## src/rtl/core/rcdg_ram.sv

```systemverilog
// Generic simple dual-port RAM: one write port, one read port, registered read.
// No dependencies.
module rcdg_ram #(
  parameter int Width = 8,
  parameter int Depth = 16,
  parameter int AddrW = $clog2(Depth)
) (
  input  logic             clk_i,
  input  logic             we_i,
  input  logic [AddrW-1:0] waddr_i,
  input  logic [Width-1:0] wdata_i,
  input  logic             re_i,
  input  logic [AddrW-1:0] raddr_i,
  output logic [Width-1:0] rdata_o
);

  logic [Width-1:0] mem_q [Depth];
  logic [Width-1:0] rdata_q;

  always_ff @(posedge clk_i) begin
    if (we_i) begin
      mem_q[waddr_i] <= wdata_i;
    end
    if (re_i) begin
      rdata_q <= mem_q[raddr_i];
    end
  end

  assign rdata_o = rdata_q;

endmodule

```

## config.mk

```make
export PLATFORM = sky130hd
export DESIGN_NAME = rcdg_ram
export DESIGN_NICKNAME = d
export VERILOG_FILES = /design/src/rtl/core/rcdg_ram.sv
export SDC_FILE = /design/constraint.sdc
export NUM_CORES = 1
export LEC_CHECK = 0
export ABC_CLOCK_PERIOD_IN_PS = 1800
export BUFFER_PORTS_ARGS = -buffer_cell sky130_fd_sc_hd__buf_2
export CORE_MARGIN = 4
export CORE_UTILIZATION = 35
export CTS_CLUSTER_DIAMETER = 100
export DETAILED_ROUTE_END_ITERATION = 8
export PLACE_DENSITY = 0.47
export SLEW_MARGIN = 20
export SYNTH_ARGS = -nofsm -noshare
export SYNTH_HDL_FRONTEND = slang
export SYNTH_SLANG_ARGS = --single-unit
export TNS_END_PERCENT = 20
```

## constraint.sdc

```tcl
create_clock -name clk_i -period 1.8 [get_ports clk_i]
set_input_delay 0.18 -clock clk_i [delete_from_list [all_inputs] [get_ports clk_i]]
set_output_delay 0.18 -clock clk_i [all_outputs]
set_load 0.01 [all_outputs]
```

==> summary.txt <==
Detailed routing
  • Drt total wl: 10.7 mm
  • Via density per instance: 5.05
  • Via count: 2426
  • Residual DRC count: 0
  • First drt pass iteration count: 4
  • DRT iter0 DRCs: 215
  • Avg WL per Cell: 22.3 microns
  • Antenna viol nets, final: 0

Setup path
  • Required @ worst endpoint: 1.95 ns
  • Crit path capture type: register
  • Worst setup SP type: register
  • WP data arrival: 1.66 ns
  • Setup CP Type: register to register
  • Worst-path maximum fanout: 1
  • Worst R2R Setup Slack: 0.30 ns

Global routing
  • First-pass GRT wire length: 16.3 mm
  • Largest net degree at the start of global routing: 23
  • Initial antenna violation count: 2
  • Number of global-route vias before repair: 2620
  • Remaining Overflow, GRT: 0
  • Gr busiest metal: met2
  • Met3 GRT Util: 5.77%
  • Met1 Resource Use GR: 18.9%
  • GRT Util Overall: about 14%
  • GRT met2 Usage: between 20% and 30%

Floorplan
  • CORE AREA: between 0.01 and 0.015 sq mm
  • I/O pins: 27
  • Die W: between 100 and 150 microns
  • Effective utilization at floorplan: 35.8%
  • Row cnt: between 40 and 50
  • Die Area: 0.0170 sq mm
  • Die height: ~130 microns

Timing
  • Final Cycle Share: 83.5%
  • Slew at the pin closest to its max-slew limit: 0.435 ns
  • Hold slack: ~0.15 ns
  • Final Critical Period: about 1.5 ns
  • Worst Setup Slack, final: 0.296 ns
  • Max-slew violations: 0
  • Clock Skew: about 0.0055 ns
  • Setup TNS: 0 ns
  • Endpoints failing hold: 0
  • Slew headroom: 71.0%
  • RSZ-0062 raised after global routing: false
  • Max frequency: ~0.66 GHz
  • Final setup fails: 0

Final layout
  • Antenna Cells: 0
  • Non-filler cells, final: 480
  • Area added between synthesis and finish: 18.8%
  • Design Area, Final: 0.00621 sq mm
  • Area occupied by multi-input gates: 0.00106 sq mm
  • Ratio of cells with drive above 1 in the final layout: 30.1%
  • Final core occ: 42.6%
  • Register area: 0.00408 sq mm
  • NumNets Final: 306
  • # fillers: around 1300

Clock tree
  • Buffer count from post-CTS setup fixing: 0
  • Clock root cell: clkbuf_16
  • Clock Latency Late Sink: 0.41 ns
  • Post-CTS Resized: 0
  • Clock sink total: 136
  • Hold buffers post-CTS: 0
  • CTS tree: done
  • CTS buffer count: 17
  • Max Root-Sink Buffers: 2
  • H-tree levels: 4
  • Clk slew on worst S/H paths: 0.05 ns

Min path
  • Hold Crit Class: input pin to register

Synthesis
  • Cells after Synth: 229
  • Mean Syn Cell Area: 22.8 sq um
  • Post-Syn Area: ~0.0052 sq mm
  • Distinct cell type count after synthesis: 18
  • Syn_nets: between 200 and 250
  • Seq/Total Area, Yosys: 78.1%
  • Flops & latches, synth: about 140
  • Synthesis Warnings: 0

Power and ir drop
  • Peak VDD IR: 0.632 mV
  • Power per Cell Area: between 1000 and 1500 mW/mm^2
  • Static leakage: around 2.1 nW
  • Power Total: between 6 and 7 mW

Placed design
  • Port Buffer Count: 26
  • Place WS: 0.00834 ns
  • Detailed-placement wirelength estimate: 6.83 mm
  • Placed Instances: about 450
  • Placed cell area: 0.00571 sq mm
  • RD Place Congestion: 0.715

Run
  • Max cap viols: 0

Status
  • Outcome: finished clean
-- final timing paths --
path | startpoint | endpoint | cells past startpoint
setup / recovery | mem_q[5][2]$_DFFE_PP_ | rdata_o[2]$_DFFE_PP_ | 3
hold / removal | wdata_i[6] | mem_q[6][6]$_DFFE_PP_ | 1
setup reg to reg | mem_q[5][2]$_DFFE_PP_ | rdata_o[2]$_DFFE_PP_ | 3
hold reg to reg | mem_q[14][7]$_DFFE_PP_ | rdata_o[7]$_DFFE_PP_ | 3
-- worst max-delay path, stage by stage, from the launching register on --
cell and delay [ns]:
edfxtp_1 0.34, mux4_1 0.55, a22oi_1 0.27, nand2_1 0.09
-- kinds of logic (layout without fill, tap and decap cells) --
kind of cell,Yosys count,in the layout,synth area share (%)
AND/OR/NAND/NOR,35,35,3.14
flip-flops,136,136,78.1
multiplexers,32,32,14.8
AO/OA/AOI/OAI,16,16,2.30
buffers and inverters,10,77,1.65
-- metal layers --
layer | vias up | wire [microns] | part of all wire, %
li1 | 1091 | - | -
met1 | 1239 | 4820 | 45
met2 | 73 | 4930 | 46
met3 | 19 | 787 | 7.3
met4 | 4 | 150 | 1.4
met5 | - | 27 | 0.25
-- report_power, final --
part	total (mW)	switching, mW	internal [mW]
clock	2.97	1.14	1.83
sequential	3.59	0.0197	3.57
combinational	0.339	0.191	0.148
-- synthesized netlist by cell type, drive strengths merged --
master / instances / share of area (%)
or3b: 1 / 0.17
nand2: 9 / 0.65
nand3: 1 / 0.096
nand3b: 2 / 0.29
and2: 1 / 0.12
clkdlybuf4s25: 3 / 0.57
buf: 7 / 1.1
nand2b: 2 / 0.24
nor2b: 1 / 0.12
nor3: 4 / 0.38
and2b: 1 / 0.14
nor2: 13 / 0.93
edfxtp: 136 / 78
mux4: 32 / 15
a22oi: 16 / 2.3
-- registers in the layout, indices dropped and copies added, names as in the netlist --
register  count
mem_q       128
rdata_o       8
-- cell usage in the layout (no fill, tap or decap), types with 3 or more instances in the layout --
cell type    n
a22oi_1     16
buf_12       3
buf_2       26
buf_4       20
clkbuf_1     3
clkbuf_16   17
clkinv_1     4
clkinv_2     3
edfxtp_1   136
mux4_1      14
mux4_2      18
nand2_1      9
nor2_1      13
nor3_1       4
-- area by class of cell --
type / instances / area share [%]
timing repair buffer: 49 / 5.48
clock inverter: 8 / 0.967
sequential: 136 / 65.8
tap: 184 / 3.71
multi-input combinational: 83 / 17.0
clock buffer: 20 / 7.03
No activity file was read; power rests on OpenSTA's default activity.
